`src/hw/rtl/eht_ram.sv`:
```
`default_nettype none
module eht_ram #(
  parameter int WIDTH = 8,
  parameter int DEPTH = 16
) (
  input  wire logic                     clk,
  input  wire logic                     we,
  input  wire logic [$clog2(DEPTH)-1:0] waddr,
  input  wire logic [WIDTH-1:0]         wdata,
  input  wire logic [$clog2(DEPTH)-1:0] raddr,
  output logic      [WIDTH-1:0]         rdata
);

  logic [WIDTH-1:0] mem [DEPTH];

  // Write one entry, register the read
  always_ff @(posedge clk) begin
    if (we) begin
      mem[waddr] <= wdata;
    end
    rdata <= mem[raddr];
  end

endmodule
`default_nettype wire

```
`config.mk`:
```
export PLATFORM = sky130hd
export DESIGN_NAME = eht_ram
export DESIGN_NICKNAME = d
export VERILOG_FILES = /design/src/hw/rtl/eht_ram.sv
export SDC_FILE = /design/constraint.sdc
export NUM_CORES = 1
export LEC_CHECK = 0
export BUFFER_PORTS_ARGS = -buffer_cell sky130_fd_sc_hd__buf_2
export CORE_ASPECT_RATIO = 1.2
export CORE_MARGIN = 2
export CORE_UTILIZATION = 52
export DETAILED_ROUTE_END_ITERATION = 7
export GPL_TIMING_DRIVEN = 0
export MAX_ROUTING_LAYER = met4
export PLACE_DENSITY_LB_ADDON = 0.3
export SLEW_MARGIN = 20
export SYNTH_ARGS = -nofsm -noshare
export SYNTH_HDL_FRONTEND = slang
export SYNTH_SLANG_ARGS = --single-unit
```
`constraint.sdc`:
```
create_clock -name clk -period 1.8 [get_ports clk]
set_input_delay 0.09 -clock clk [delete_from_list [all_inputs] [get_ports clk]]
set_output_delay 0.09 -clock clk [all_outputs]
set_load 0.01 [all_outputs]
```
==> impl_metrics.tcl <==
set metrics [dict create \
    drt_iter0_drc 257 \
    synth.top_cells.by_area "edfxtp_1 (75%), mux4_2 (7.9%), mux4_1 (7.1%)" \
    crit_path_cell_trace "mux4_1 > a22oi_1 > nand2_1" \
    leakagePower_nw 2.03 \
    rows 39 \
    synth-seq-cells 136 \
    power_mw 7.37 \
    worstReg2RegStart "mem[2][2]$_DFFE_PP_" \
    ys_warn_count 0 \
    regArea_mm2 0.00400 \
    finish.utilization 0.633 \
    fin_setup_tns_ps 0 \
    cp_max_fo 1 \
    peakVddDrop_v 0.000709 \
    clk_latency_ps 410 \
    grt_pass1_vias 2485 \
    grtUsageTotal 0.206 \
    core_mm2 0.00956 \
    end_kind "flop" \
    multi_input_area_mm2 0.00108 \
    min_path_cells 1 \
    holdWs_ps 78.5 \
    hp-start "wdata[6]" \
    synth_cells 229 \
    die-area_mm2 0.0107 \
    diodes 0 \
    hold_violations 0 \
    gp_congestion 0.767 \
    cts_hold_buffers 0 \
    ys_types 19 \
    cap_viol_max_count 0 \
    clkSinkCount 136 \
    syn_to_final_growth_pct 17.5 \
    cp.required_ps 2090 \
    io_buffers 24 \
    synth_mux_area_frac 0.150 \
    die_y_um 113 \
    die_x_um 94.8 \
    routed_via_density 5.85 \
    fin_worst_skew_ps 5.89 \
    grt_pass1_wl_um 14400 \
    grt_max_degree 17 \
    grt-ovfl-total 0 \
    reg2reg_slack_ps 330 \
    nets 290 \
    hpwl_um 6100 \
    p_per_area_mw_per_mm2 1220 \
    synth_top_cell_area_share 0.747 \
    synthAdderAreaFrac 0 \
    wirelength_um 9420 \
    wire_per_inst_um 23.1 \
    start_util 0.538 \
    antenna_found_initial 0 \
    rsz0062_at_grt "no" \
    cts_tree "yes" \
    clockBufferDepth 2 \
    start_kind "flop" \
    async_reset_ff_frac 0 \
    synth_compound_area_frac 0.0233 \
    first_pass_iters 4 \
    cts_made_buffers 17 \
    period_share 0.816 \
    status "finished clean" \
    synth_edf_count 128 \
    ys_top_cells_by_count "edfxtp_1 (128), mux4_2 (18), a22oi_1 (16)" \
    hp-class "primary input to flop" \
    reg2regPathDepth 3 \
    ctsResizeCount 0 \
    r2r-end "rdata[2]$_DFF_P_" \
    vias 2386 \
    fill_cells 664 \
    tightest_slew_ps 852 \
    synth_xor_area_frac 0 \
    yosysSeqAreaShare 0.778 \
    drive_above_1_share 0.305 \
    io_pins 26 \
    antenna_left 0 \
    cp_slowest_stage_delay_ps 540 \
    yosysMostFrequentCell "edfxtp_1" \
    maxClockFrequency_mhz 681 \
    finalSetupViolCount 0 \
    slowest_stage "mux4_1" \
    cp_data_arrival_time_ps 1750 \
    avgSynthCellArea_um2 22.5 \
    critPathTopFamily "multiplexers" \
    post_cts.repair.setup_buffers 0 \
    finalCriticalPeriod_ps 1470 \
    synth_largest_area_cell "edfxtp_1" \
    synthFlopType "edfxtp_1" \
    drc 0 \
    syn_area_mm2 0.00515 \
    min_to "mem[6][6]$_DFFE_PP_" \
    clk_pin_slew_worst_paths_ps 60 \
    slew_violations 0 \
    worst-path-buf-inv 0 \
    synth_nets 247 \
    slew_headroom 0.430 \
    synth-simple-area-share 0.0318 \
    htreeDepth 4 \
    worst-setup-path-type "flop to flop" \
    synth_top_family_by_area "multiplexers" \
    root_buffer "clkbuf_16" \
]
==> placed cells by master, fill, tap and decap left out, drive strengths merged <==
| master | count |
|---|---|
| edfxtp | 128 |
| mux4 | 32 |
| buf | 31 |
| clkbuf | 21 |
| a22oi | 16 |
| nor2 | 13 |
| nand2 | 9 |
| dfxtp | 8 |
| nor3 | 4 |
| clkinvlp | 4 |
| clkinv | 4 |
| clkdlybuf4s25 | 3 |
| bufinv | 3 |
| nand3b | 2 |
| nand2b | 2 |
| nor2b | 1 |
| and2 | 1 |
| and2b | 1 |
| nand3 | 1 |
| or3b | 1 |
==> report_power, final <==
part | internal, mW | switching (mW)
Sequential | 3.54 | 0.0169
Clock | 2.25 | 1.22
Combinational | 0.141 | 0.200
Total | 5.93 | 1.44
==> per-stage QoR <==
stage | area (µm²) | setup slack (ps) | instances
2_1_floorplan | 5150 | 217 | 229
3_3_place_gp | 5420 | -340 | 376
3_5_place_dp | 5440 | 22.9 | 376
4_1_cts | 6050 | 367 | 408
5_1_grt | 6050 | 276 | 408
6_report | 6050 | 332 | 408
==> registers in the layout, indices dropped and copies added (netlist names) <==
signal  count
rdata       8
mem       128
==> cell families after synthesis <==
group	count (synthesis)
flops	136
compound gates	16
mux	32
buf+inv	10
simple gates	35
==> layout make-up <==
class                           instances  area share
Sequential cell                       136       0.662
Multi-Input combinational cell         83       0.178
Clock buffer                           21      0.0761
Tap cell                              123      0.0254
Clock inverter                         11      0.0244
Timing Repair Buffer                   24      0.0199
Buffer                                 10      0.0143
==> how the worst max path moves through the flow <==
stage               slack (ps)  cells after the start                 from                  end
floorplan                  220                      2             waddr[2]  mem[0][0]$_DFFE_PP_
global placement          -340                      3             waddr[2]  mem[0][3]$_DFFE_PP_
detailed placement          20                      3             waddr[2]  mem[2][2]$_DFFE_PP_
CTS                        370                      3  mem[1][2]$_DFFE_PP_     rdata[2]$_DFF_P_
global route               280                      3  mem[1][2]$_DFFE_PP_     rdata[2]$_DFF_P_
finish                     330                      3  mem[2][2]$_DFFE_PP_     rdata[2]$_DFF_P_
==> per-layer routing <==
layer | GRT usage | wire length [µm] | vias up
li1 | - | - | 1063
met4 | 0.0734 | 161 | 0
met5 | - | 0 | -
met1 | 0.263 | 3610 | 1211
met2 | 0.321 | 4970 | 97
met3 | 0.0579 | 675 | 15
No activity file was read; power rests on OpenSTA's default activity.
